===== src/rtl/mtd_pkg.sv =====
`timescale 1ns / 1ps

package mtd_pkg;

  localparam int MAX_CODE_ELEMENTS_DEF = 4;
  localparam int RUN_COUNT_BITS_DEF    = 4;

  localparam int CHAR_W       = 7;
  localparam int CFG_W        = 4;
  localparam int MAX_RESULTS  = 4;
  localparam int RES_CNT_W    = $clog2(MAX_RESULTS + 1);
  localparam int NUM_LETTERS  = 26;
  localparam int LETTER_MAX_LEN = 4;

  localparam logic [CFG_W-1:0] DASH_UNITS_RST       = 4'd3;
  localparam logic [CFG_W-1:0] LETTER_GAP_UNITS_RST = 4'd3;
  localparam logic [CFG_W-1:0] WORD_GAP_UNITS_RST   = 4'd7;

  localparam logic [CHAR_W-1:0] CHAR_A       = 7'h41;
  localparam logic [CHAR_W-1:0] CHAR_STAR    = 7'h2A;
  localparam logic [CHAR_W-1:0] CHAR_SPACE   = 7'h20;
  localparam logic [CHAR_W-1:0] CHAR_NEWLINE = 7'h0A;

  typedef enum logic [1:0] {
    CFG_DASH_UNITS       = 2'd0,
    CFG_LETTER_GAP_UNITS = 2'd1,
    CFG_WORD_GAP_UNITS   = 2'd2
  } cfg_idx_t;

  // element i of a letter is bit i, 1 = dash
  localparam logic [2:0] CODE_LEN [NUM_LETTERS] = '{
    3'd2, 3'd4, 3'd4, 3'd3, 3'd1, 3'd4, 3'd3, 3'd4, 3'd2, 3'd4, 3'd3, 3'd4, 3'd2,
    3'd2, 3'd3, 3'd4, 3'd4, 3'd3, 3'd3, 3'd1, 3'd3, 3'd4, 3'd3, 3'd4, 3'd4, 3'd4
  };
  localparam logic [3:0] CODE_BITS [NUM_LETTERS] = '{
    4'd2, 4'd1, 4'd5, 4'd1, 4'd0, 4'd4, 4'd3, 4'd0, 4'd0, 4'd14, 4'd5, 4'd2, 4'd3,
    4'd1, 4'd7, 4'd6, 4'd11, 4'd2, 4'd0, 4'd1, 4'd4, 4'd8, 4'd6, 4'd9, 4'd13, 4'd3
  };

  typedef struct packed {
    logic [MAX_RESULTS-1:0][CHAR_W-1:0] chars;  // chars[0] goes out first
    logic [RES_CNT_W-1:0]               count;
  } burst_t;

  function automatic logic [CHAR_W-1:0] decode_letter(input logic [2:0] len,
                                                      input logic [3:0] bits);
    logic [CHAR_W-1:0] c;
    c = CHAR_STAR;
    if (len >= 3'd1 && len <= 3'(LETTER_MAX_LEN)) begin
      for (int i = 0; i < NUM_LETTERS; i++) begin
        if (CODE_LEN[i] == len && CODE_BITS[i] == bits) begin
          c = CHAR_A + CHAR_W'(i);
        end
      end
    end
    return c;
  endfunction

endpackage


===== src/rtl/mtd_core.sv =====
`timescale 1ns / 1ps

module mtd_core #(
  parameter int MAX_CODE_ELEMENTS = mtd_pkg::MAX_CODE_ELEMENTS_DEF,
  parameter int RUN_COUNT_BITS    = mtd_pkg::RUN_COUNT_BITS_DEF
) (
  input  logic                       clk,
  input  logic                       rst_n,
  input  logic                       cfg_we,
  input  logic [1:0]                 cfg_addr,
  input  logic [mtd_pkg::CFG_W-1:0]  cfg_wdata,
  input  logic                       in_fire,
  input  logic                       sample_level,
  input  logic                       line_end,
  output mtd_pkg::burst_t            burst
);
  import mtd_pkg::*;

  localparam int LEN_W = $clog2(MAX_CODE_ELEMENTS + 2);
  localparam int IDX_W = $clog2(MAX_CODE_ELEMENTS);
  localparam int CMP_W = (RUN_COUNT_BITS > CFG_W) ? RUN_COUNT_BITS : CFG_W;
  localparam logic [RUN_COUNT_BITS-1:0] RUN_MAX = {RUN_COUNT_BITS{1'b1}};

  typedef struct packed {
    logic [MAX_CODE_ELEMENTS-1:0] bits;
    logic [LEN_W-1:0]             len;
    logic                         emit_letter;
    logic                         emit_space;
    logic [CHAR_W-1:0]            letter;
  } close_t;

  logic [CFG_W-1:0] dash_units_r, letter_gap_r, word_gap_r;

  logic                         prev_r, prev_nxt;
  logic                         started_r, started_nxt;
  logic [RUN_COUNT_BITS-1:0]    cnt_r, cnt_nxt;
  logic                         gap_r, gap_nxt;
  logic [MAX_CODE_ELEMENTS-1:0] bits_r, bits_nxt;
  logic [LEN_W-1:0]             len_r, len_nxt;

  function automatic logic run_eq(input logic [RUN_COUNT_BITS-1:0] cnt,
                                  input logic [CFG_W-1:0] units);
    return CMP_W'(cnt) == CMP_W'(units);
  endfunction

  function automatic close_t close_run(input logic gap,
                                       input logic [RUN_COUNT_BITS-1:0] cnt,
                                       input logic [MAX_CODE_ELEMENTS-1:0] bits,
                                       input logic [LEN_W-1:0] len,
                                       input logic [CFG_W-1:0] dash_u,
                                       input logic [CFG_W-1:0] letter_u,
                                       input logic [CFG_W-1:0] word_u);
    close_t r;
    r.bits        = bits;
    r.len         = len;
    r.emit_letter = 1'b0;
    r.emit_space  = 1'b0;
    r.letter      = decode_letter(3'(len), bits[3:0]);
    if (gap) begin
      // word gap is tested first so equal gap settings give letter + space
      if (run_eq(cnt, word_u)) begin
        r.emit_letter = 1'b1;
        r.emit_space  = 1'b1;
        r.bits        = '0;
        r.len         = '0;
      end else if (run_eq(cnt, letter_u)) begin
        r.emit_letter = 1'b1;
        r.bits        = '0;
        r.len         = '0;
      end
    end else if (len < LEN_W'(MAX_CODE_ELEMENTS)) begin
      if (run_eq(cnt, dash_u)) begin
        r.bits[len[IDX_W-1:0]] = 1'b1;
      end
      r.len = len + LEN_W'(1);
    end else begin
      r.len = LEN_W'(MAX_CODE_ELEMENTS + 1);  // over-long marker
    end
    return r;
  endfunction

  always_ff @(posedge clk) begin
    if (!rst_n) begin
      dash_units_r <= DASH_UNITS_RST;
      letter_gap_r <= LETTER_GAP_UNITS_RST;
      word_gap_r   <= WORD_GAP_UNITS_RST;
    end else if (cfg_we) begin
      unique case (cfg_idx_t'(cfg_addr))
        CFG_DASH_UNITS:       dash_units_r <= cfg_wdata;
        CFG_LETTER_GAP_UNITS: letter_gap_r <= cfg_wdata;
        CFG_WORD_GAP_UNITS:   word_gap_r   <= cfg_wdata;
        default: ;
      endcase
    end
  end

  always_comb begin
    close_t c1, c2;
    logic [CHAR_W-1:0]    last_letter;
    logic [RES_CNT_W-1:0] n;

    burst       = '0;
    n           = '0;
    started_nxt = started_r;
    cnt_nxt     = cnt_r;
    gap_nxt     = gap_r;
    bits_nxt    = bits_r;
    len_nxt     = len_r;
    c1          = '0;
    c2          = '0;
    last_letter = CHAR_STAR;

    if (!started_r) begin
      started_nxt = 1'b1;
      cnt_nxt     = RUN_COUNT_BITS'(1);
      gap_nxt     = 1'b0;
      bits_nxt    = '0;
      len_nxt     = '0;
    end else if (sample_level != prev_r) begin
      c1 = close_run(gap_r, cnt_r, bits_r, len_r, dash_units_r, letter_gap_r, word_gap_r);
      bits_nxt = c1.bits;
      len_nxt  = c1.len;
      if (c1.emit_letter) begin
        burst.chars[n[1:0]] = c1.letter;
        n = n + RES_CNT_W'(1);
      end
      if (c1.emit_space) begin
        burst.chars[n[1:0]] = CHAR_SPACE;
        n = n + RES_CNT_W'(1);
      end
      cnt_nxt = RUN_COUNT_BITS'(1);
      gap_nxt = ~gap_r;
    end else if (cnt_r < RUN_MAX) begin
      cnt_nxt = cnt_r + RUN_COUNT_BITS'(1);
    end
    prev_nxt = sample_level;

    if (line_end) begin
      c2 = close_run(gap_nxt, cnt_nxt, bits_nxt, len_nxt,
                     dash_units_r, letter_gap_r, word_gap_r);
      if (c2.emit_letter) begin
        burst.chars[n[1:0]] = c2.letter;
        n = n + RES_CNT_W'(1);
      end
      if (c2.emit_space) begin
        burst.chars[n[1:0]] = CHAR_SPACE;
        n = n + RES_CNT_W'(1);
      end
      last_letter = decode_letter(3'(c2.len), c2.bits[3:0]);
      burst.chars[n[1:0]] = last_letter;
      n = n + RES_CNT_W'(1);
      burst.chars[n[1:0]] = CHAR_NEWLINE;
      n = n + RES_CNT_W'(1);
      started_nxt = 1'b0;
      cnt_nxt     = '0;
      gap_nxt     = 1'b0;
      bits_nxt    = '0;
      len_nxt     = '0;
    end
    burst.count = n;
  end

  always_ff @(posedge clk) begin
    if (!rst_n) begin
      prev_r    <= 1'b0;
      started_r <= 1'b0;
      cnt_r     <= '0;
      gap_r     <= 1'b0;
      bits_r    <= '0;
      len_r     <= '0;
    end else if (in_fire) begin
      prev_r    <= prev_nxt;
      started_r <= started_nxt;
      cnt_r     <= cnt_nxt;
      gap_r     <= gap_nxt;
      bits_r    <= bits_nxt;
      len_r     <= len_nxt;
    end
  end

`ifndef SYNTHESIS
  a_line_end_two_chars: assert property (@(posedge clk) disable iff (!rst_n)
    in_fire && line_end |-> burst.count >= RES_CNT_W'(2))
    else $error("line end must give a letter and a newline");
  a_line_end_restarts: assert property (@(posedge clk) disable iff (!rst_n)
    in_fire && line_end |=> !started_r && cnt_r == '0)
    else $error("line state not cleared after line end");
  a_len_bound: assert property (@(posedge clk) disable iff (!rst_n)
    len_r <= LEN_W'(MAX_CODE_ELEMENTS + 1))
    else $error("symbol length out of range");
`endif

endmodule


===== src/rtl/mtd_out_buf.sv =====
`timescale 1ns / 1ps

module mtd_out_buf (
  input  logic                        clk,
  input  logic                        rst_n,
  input  logic                        in_fire,
  output logic                        accept_ok,
  input  mtd_pkg::burst_t             burst_in,
  output logic                        out_tvalid,
  input  logic                        out_tready,
  output logic [mtd_pkg::CHAR_W-1:0]  out_char,
  output logic                        out_last
);
  import mtd_pkg::*;

  burst_t burst_r, burst_nxt;
  logic   out_fire;

  assign out_tvalid = burst_r.count != '0;
  assign out_fire   = out_tvalid && out_tready;
  assign out_char   = burst_r.chars[0];
  assign out_last   = burst_r.count == RES_CNT_W'(1);
  // take a new request once the pending burst is gone or its last char leaves now
  assign accept_ok  = (burst_r.count == '0) || (out_last && out_tready);

  always_comb begin
    burst_nxt = burst_r;
    if (in_fire) begin
      burst_nxt = burst_in;
    end else if (out_fire) begin
      burst_nxt.chars = burst_r.chars >> CHAR_W;
      burst_nxt.count = burst_r.count - RES_CNT_W'(1);
    end
  end

  always_ff @(posedge clk) begin
    if (!rst_n) begin
      burst_r.count <= '0;
    end else begin
      burst_r.count <= burst_nxt.count;
    end
    burst_r.chars <= burst_nxt.chars;
  end

`ifndef SYNTHESIS
  a_no_overwrite: assert property (@(posedge clk) disable iff (!rst_n)
    in_fire |-> burst_r.count == '0 || (burst_r.count == RES_CNT_W'(1) && out_fire))
    else $error("pending characters overwritten");
  a_count_bound: assert property (@(posedge clk) disable iff (!rst_n)
    burst_r.count <= RES_CNT_W'(MAX_RESULTS))
    else $error("burst count out of range");
  a_load_shows: assert property (@(posedge clk) disable iff (!rst_n)
    in_fire && burst_in.count != '0 |=> out_tvalid)
    else $error("loaded burst not presented");
`endif

endmodule


===== src/rtl/morse_timing_decoder_top.sv =====
`timescale 1ns / 1ps

// Morse timing decoder. Each input request is one time-unit sample of a keyed
// line (tdata bit 0 = level, tlast = last sample of the line); runs of equal
// samples alternate mark/gap, the first run of each line being a mark. A sample
// is taken and its 0 to 4 result characters (A-Z, '*', space,
// newline; tlast on the last one of the burst) are then sent one per cycle, while
// out_tready is high, from the output buffer. The next sample is taken in the same
// cycle as the last character of the previous burst is taken, so a new sample waits
// until that burst drains; samples with no result go through at one per cycle.
// Thresholds are written through the cfg port (0 dash, 1 letter gap, 2 word gap);
// the user must write them only while idle, as the block does not enforce this.
module morse_timing_decoder_top #(
  parameter int MAX_CODE_ELEMENTS = mtd_pkg::MAX_CODE_ELEMENTS_DEF,
  parameter int RUN_COUNT_BITS    = mtd_pkg::RUN_COUNT_BITS_DEF
) (
  input  logic                      clk,
  input  logic                      rst_n,
  input  logic                      cfg_we,
  input  logic [1:0]                cfg_addr,
  input  logic [mtd_pkg::CFG_W-1:0] cfg_wdata,
  input  logic                      in_tvalid,
  output logic                      in_tready,
  input  logic [7:0]                in_tdata,   // [0] sample_level, [7:1] zero
  input  logic                      in_tlast,   // line_end
  output logic                      out_tvalid,
  input  logic                      out_tready,
  output logic [7:0]                out_tdata,  // [6:0] char_code, [7] zero
  output logic                      out_tlast   // ends_burst
);
  import mtd_pkg::*;

  logic              in_fire;
  burst_t            burst;
  logic [CHAR_W-1:0] out_char;

  assign in_fire   = in_tvalid && in_tready;
  assign out_tdata = {1'b0, out_char};

  mtd_core #(
    .MAX_CODE_ELEMENTS (MAX_CODE_ELEMENTS),
    .RUN_COUNT_BITS    (RUN_COUNT_BITS)
  ) u_core (
    .clk          (clk),
    .rst_n        (rst_n),
    .cfg_we       (cfg_we),
    .cfg_addr     (cfg_addr),
    .cfg_wdata    (cfg_wdata),
    .in_fire      (in_fire),
    .sample_level (in_tdata[0]),
    .line_end     (in_tlast),
    .burst        (burst)
  );

  mtd_out_buf u_out_buf (
    .clk        (clk),
    .rst_n      (rst_n),
    .in_fire    (in_fire),
    .accept_ok  (in_tready),
    .burst_in   (burst),
    .out_tvalid (out_tvalid),
    .out_tready (out_tready),
    .out_char   (out_char),
    .out_last   (out_tlast)
  );

endmodule

===== config.mk =====
export PLATFORM = sky130hd
export DESIGN_NAME = morse_timing_decoder_top
export DESIGN_NICKNAME = d
export VERILOG_FILES = /design/src/rtl/mtd_pkg.sv /design/src/rtl/mtd_core.sv /design/src/rtl/mtd_out_buf.sv /design/src/rtl/morse_timing_decoder_top.sv
export SDC_FILE = /design/constraint.sdc
export NUM_CORES = 1
export LEC_CHECK = 0
export ABC_AREA = 1
export BUFFER_PORTS_ARGS = -buffer_cell sky130_fd_sc_hd__clkbuf_2
export CAP_MARGIN = 20
export CORE_UTILIZATION = 25
export CTS_CLUSTER_DIAMETER = 40
export DETAILED_ROUTE_END_ITERATION = 8
export PLACE_DENSITY = 0.44
export SYNTH_ARGS = -nofsm -noshare
export SYNTH_HDL_FRONTEND = slang
export SYNTH_SLANG_ARGS = --single-unit

===== constraint.sdc =====
create_clock -name clk -period 7.45 [get_ports clk]
set_input_delay 0.3725 -clock clk [delete_from_list [all_inputs] [get_ports clk]]
set_output_delay 0.3725 -clock clk [all_outputs]
set_load 0.02 [all_outputs]

; Word level (Yosys, flattened, before mapping)
; Cells that the tools add are included.
[word_totals]
register_bits = 57
input_bits = 20
[op_classes]
add_sub_neg = 9
order_cmp = 23
eq_ne = 58
mux = 157
bitwise_logic = 12
n_reduce_logical = 102
[ops]
columns = cell, count
row1 = two-way mux 7 bit, 94
row2 = two-way mux 28 bit, 8
row3 = logical AND 1 bit, 91
row4 = demux 7 bit (select 2 bit), 5
row5 = two-way mux 31 bit, 2
row6 = == test 4 bit (first input constant), 15
row7 = bitwise mux 28 bit, 2
row8 = == test 3 x 4 -> 1 bit (first input constant), 12
row9 = inverter 24 bit, 2
row10 = two-way mux 3 bit, 15
row11 = two-way mux 4 bit, 11
row12 = two-way mux 8 bit, 4
row13 = bitwise AND 24 bit, 1
row14 = bitwise AND 6 x 24 -> 24 bit, 1
row15 = == test 2 x 4 -> 1 bit (first input constant), 6
row16 = == test 4 bit, 6
row17 = adder 3 x 1 -> 3 bit (second input constant), 7
row18 = < comparator 2 x 3 -> 1 bit (second input constant), 7
row19 = bitwise AND 20 bit, 1
row20 = inverter 20 bit, 1
row21 = == test 2 x 3 -> 1 bit (first input constant), 6
row22 = greater-or-equal comparator 2 x 1 -> 1 bit (second input constant), 7
row23 = == test 1 x 4 -> 1 bit (first input constant), 3
row24 = logical NOT 4 bit, 3
row25 = 25 further kinds, 51

; Depth between registers and ports, before layout
[depth]
word_depth = 53
depth_mapped = 29
depth_no_buf = 29

; Modules after synthesis
; From an unflattened synthesis, not the netlist that was laid out.
[hier_totals]
cells_unflattened = 952
hier_area_um2 = 5679.2
[by_module_without_submodules]
columns = mod, n_inst, cells_per_inst, area_each_um2, seq_area_each_um2
row1 = mtd_core, 1, 792, 4169.0, 520.5
row2 = mtd_out_buf, 1, 156, 1491.4, 900.9
row3 = morse_timing_decoder_top, 1, 4, 18.8, 0.0

; Least setup slack after synthesis
; OpenSTA, ideal clock, no wires.
[synth_path]
path_type = reg2reg
start = register u_out_buf.burst_r[0] (netlist bit)
end = register u_out_buf.burst_r[0] (netlist bit)
setup_time_ps = 138
t_arrival_ps = 3651
t_required_ps = 7312
slack_ps = 3661
stages_incl_launch_ff = 8
period_less_slack_ps = 3789
path_cell_list = dfxtp_1 -> inv_1 -> ha_1 -> nand2_1 -> o21ai_0 -> inv_1 -> a221oi_1 -> a221oi_1
[synth_between]
elab_cells_between_ends = 11
cone_classes = 1 x add/sub / 1 x eq/ne / 2 x mux / 7 x reduce/logical
[synth_lines]
columns = item, line_no
row1 = start: declaration, mtd_out_buf.sv:16  ; burst_t burst_r, burst_nxt;
row2 = nonzero test 3 bit, mtd_out_buf.sv:19  ; assign out_tvalid = burst_r.count != '0;
row3 = via out_tvalid, morse_timing_decoder_top.sv:26  ; output logic out_tvalid,
row4 = logical AND 1 bit, mtd_out_buf.sv:20  ; assign out_fire = out_tvalid && out_tready;
row5 = nonzero test 2 bit (no line), -
; The timed path passes the listed nets, and every way through them passes these cells. The select of a mux whose other input is x is not followed.
; A chain may end at the register's enable or synchronous reset.

==> impl_metrics.yaml <==
run_status:
  status: "complete, no violations"
die:
  initial_core_util_pct: 25.6
  die_x_um: 152
  die_area_mm2: 0.0230
  ioPinCount: 31
  row_count: 54
  core-area_mm2: 0.0219
  die_y_um: 152
logic_synthesis:
  synth_top_area_share_pct: 16.9
  synth.avg_cell_area_um2: 6.16
  yosys-top-cells-area: "nand2_1, edfxtp_1, dfxtp_1"
  yosysMostFrequentCell: "nand2_1"
  ys_types: 52
  yosysSeqAreaShare_pct: 25.3
  synth-seq-cells: 57
  synth_common_cells: "nand2_1, inv_1, nor2_1"
  synth_area_mm2: 0.00561
  synthCells: 910
  synth_top_cell_by_area: "nand2_1"
  syn_nets: 946
  synth_top_flop_cell: "dfxtp_1"
  synth_edf_count: 28
  ys_warn_count: 0
  async_reset_ff_share_pct: 0
clock_tree:
  holdBufCountCts: 0
  cts_tree: "yes"
  clk_pin_slew_ns: 0.05
  post_cts_buffers: 0
  cts.htree.levels: 3
  numCtsBuffers: 9
  clockRootBuffer: "clkbuf_16"
  cts_resized: 0
  cts_buffer_depth: 2
  cts_num_sinks: 57
  clock_latency_ns: 0.34
job:
  cap_violations: 0
global_route:
  antenna_found_initial: 0
  grt-ovfl-total: 0
  grt_pass1_vias: 5331
  grt_max_degree: 46
  grt_usage_pct: 15.5
  grt_pass1_wl_mm: 27.5
hold_path:
  hold_class: "in -> reg"
  min-delay-start: "cfg_wdata[2]"
critical_path:
  crit_path_start: "u_core.cnt_r[0]"
  worst_setup_path_start_kind: "flip-flop"
  critical_path_class: "reg -> reg"
  arrival_ns: 4.32
  end_kind: "flip-flop"
  r2r_start: "u_core.cnt_r[0]"
  critPathRequiredTime_ns: 7.54
  cp_max_fo: 9
finish:
  diodes: 0
  nNetsFinal: 960
  instances_no_fill: 1209
  drive_above_1_share_pct: 15.7
  final_core_utilization_pct: 28.6
  synthToLayoutAreaGrowth_pct: 11.5
  design_area_mm2: 0.00625
drt:
  first_pass_iters: 7
  avgRoutedWirePerCell_um: 13.8
  route.detailed.drc: 0
  wirelength_mm: 16.7
  antenna_left: 0
  drt_iter0_drc: 345
  vias: 5664
  viasPerCell: 4.68
pwr:
  p_leak_nw: 2.92
  power_density_mw_per_mm2: 240
  irDropWorstVdd_uv: 357
timing:
  worst_slew_pin_slew_ns: 0.911
  setup_tns_ns: 0
  post-route-min-period_ns: 4.24
  fmax_ghz: 0.236
  final_max_slew_viol_count: 0
  hold_viol: 0
  rsz0062_at_grt: "false"
  period_share_pct: 56.9
  fin_skew_ns: 0.00800
  maxSlewHeadroom_pct: 38.8
  finalSetupViolations: 0
placed_design:
  placedInstanceArea_mm2: 0.00595
  gp_congestion: 0.860
  port_buffers: 22
  dp_hpwl_mm: 13.2
  dpl.cell_count: 1193
-- stage by stage --
step / hold slack [ns] / total power [mW] / worst slack [ns]
2_1_floorplan: 0.444 / 0.951 / 3.66
3_3_place_gp: 0.460 / 1.10 / 3.19
3_5_place_dp: 0.470 / 1.09 / 3.22
4_1_cts: 0.253 / 1.53 / 3.21
5_1_grt: 0.276 / 1.62 / 2.77
6_report: 0.263 / 1.50 / 3.21
-- worst max-delay path, stage by stage, from the launching register on --
cell	delay [ns]
dfxtp_1	0.53
inv_2	0.07
nand2_1	0.06
nand2_1	0.05
nor2_1	0.17
nand2_2	0.12
nand2_2	0.10
nand2_2	0.08
nor2_1	0.39
nand2_1	0.28
ha_1	0.37
o21ai_2	0.20
ha_1	0.26
inv_1	0.07
nand2_1	0.06
nand2_2	0.22
inv_4	0.10
nor2_4	0.20
inv_4	0.09
nand2_1	0.09
a21oi_1	0.04
o21ai_1	0.13
o211ai_2	0.11
a22o_1	0.20
-- path summary, 6_finish.rpt --
| path | end | slack [ns] | cells past startpoint |
|---|---|---|---|
| setup / recovery | u_out_buf.out_char[3] | 3.21 | 23 |
| hold / removal | u_core.word_gap_r[2] | 0.26 | 3 |
| setup reg to reg | u_out_buf.out_char[3] | 3.21 | 23 |
| hold reg to reg | u_core.prev_r | 0.47 | 2 |
-- kinds of logic after synthesis --
family          synth area share, %
simple gates                   43.5
fa+ha+maj                      3.57
buf+inv                        13.0
compound gates                 13.3
flops                          25.3
xor+xnor                       1.09
other cells                  0.0669
-- metal layers --
layer | global-route usage, % | share of wire [%] | vias up
met2 | 25.2 | 45 | 115
met1 | 21.1 | 50 | 2578
met4 | 4.46 | 1.4 | 0
met5 | 0 | 0 | -
li1 | - | - | 2957
met3 | 2.19 | 3.1 | 14
-- power breakdown --
part	internal, mW	switching, mW
Clock	0.276	0.148
Combinational	0.173	0.409
Sequential	0.466	0.0328
Total	0.914	0.589
-- cell type report --
| type | instances | area (um2) |
|---|---|---|
| inverter | 154 | 588 |
| timing repair buffer | 25 | 133 |
| clock inverter | 3 | 40.0 |
| sequential | 57 | 1420 |
| tap | 280 | 350 |
| multi-input combinational | 677 | 3460 |
| clock buffer | 13 | 260 |
| fill | 2506 | 15600 |
-- cells in the final DEF, fill, tap and decap left out, drive strengths merged, types with 3 or more instances in the layout --
master | synthesis | final
nor3 | 24 | 24
o31ai | 6 | 6
dfxtp | 29 | 29
clkinv | 1 | 3
buf | 14 | 3
o211ai | 10 | 10
a31oi | 3 | 3
xor2 | 5 | 5
edfxtp | 28 | 28
a22oi | 3 | 3
o21ai | 37 | 37
nand4 | 22 | 22
nand2 | 282 | 282
ha | 16 | 16
a21oi | 49 | 49
inv | 153 | 153
clkbuf | 8 | 35
a211oi | 3 | 3
nor2 | 133 | 133
nor4 | 4 | 4
a221oi | 4 | 4
nand3 | 58 | 58
-- flip-flops by register name, summed over array words and instances (netlist names) --
| signal | flops |
|---|---|
| u_core.bits_r | 4 |
| u_core.gap_r | 1 |
| u_out_buf.out_char | 7 |
| u_core.cnt_r | 4 |
| u_out_buf.burst_r | 24 |
| u_core.letter_gap_r | 4 |
| u_core.prev_r | 1 |
| u_core.started_r | 1 |
| u_core.word_gap_r | 4 |
| u_core.dash_units_r | 4 |
| u_core.len_r | 3 |
Note: power is estimated with default switching activity, not from simulation.
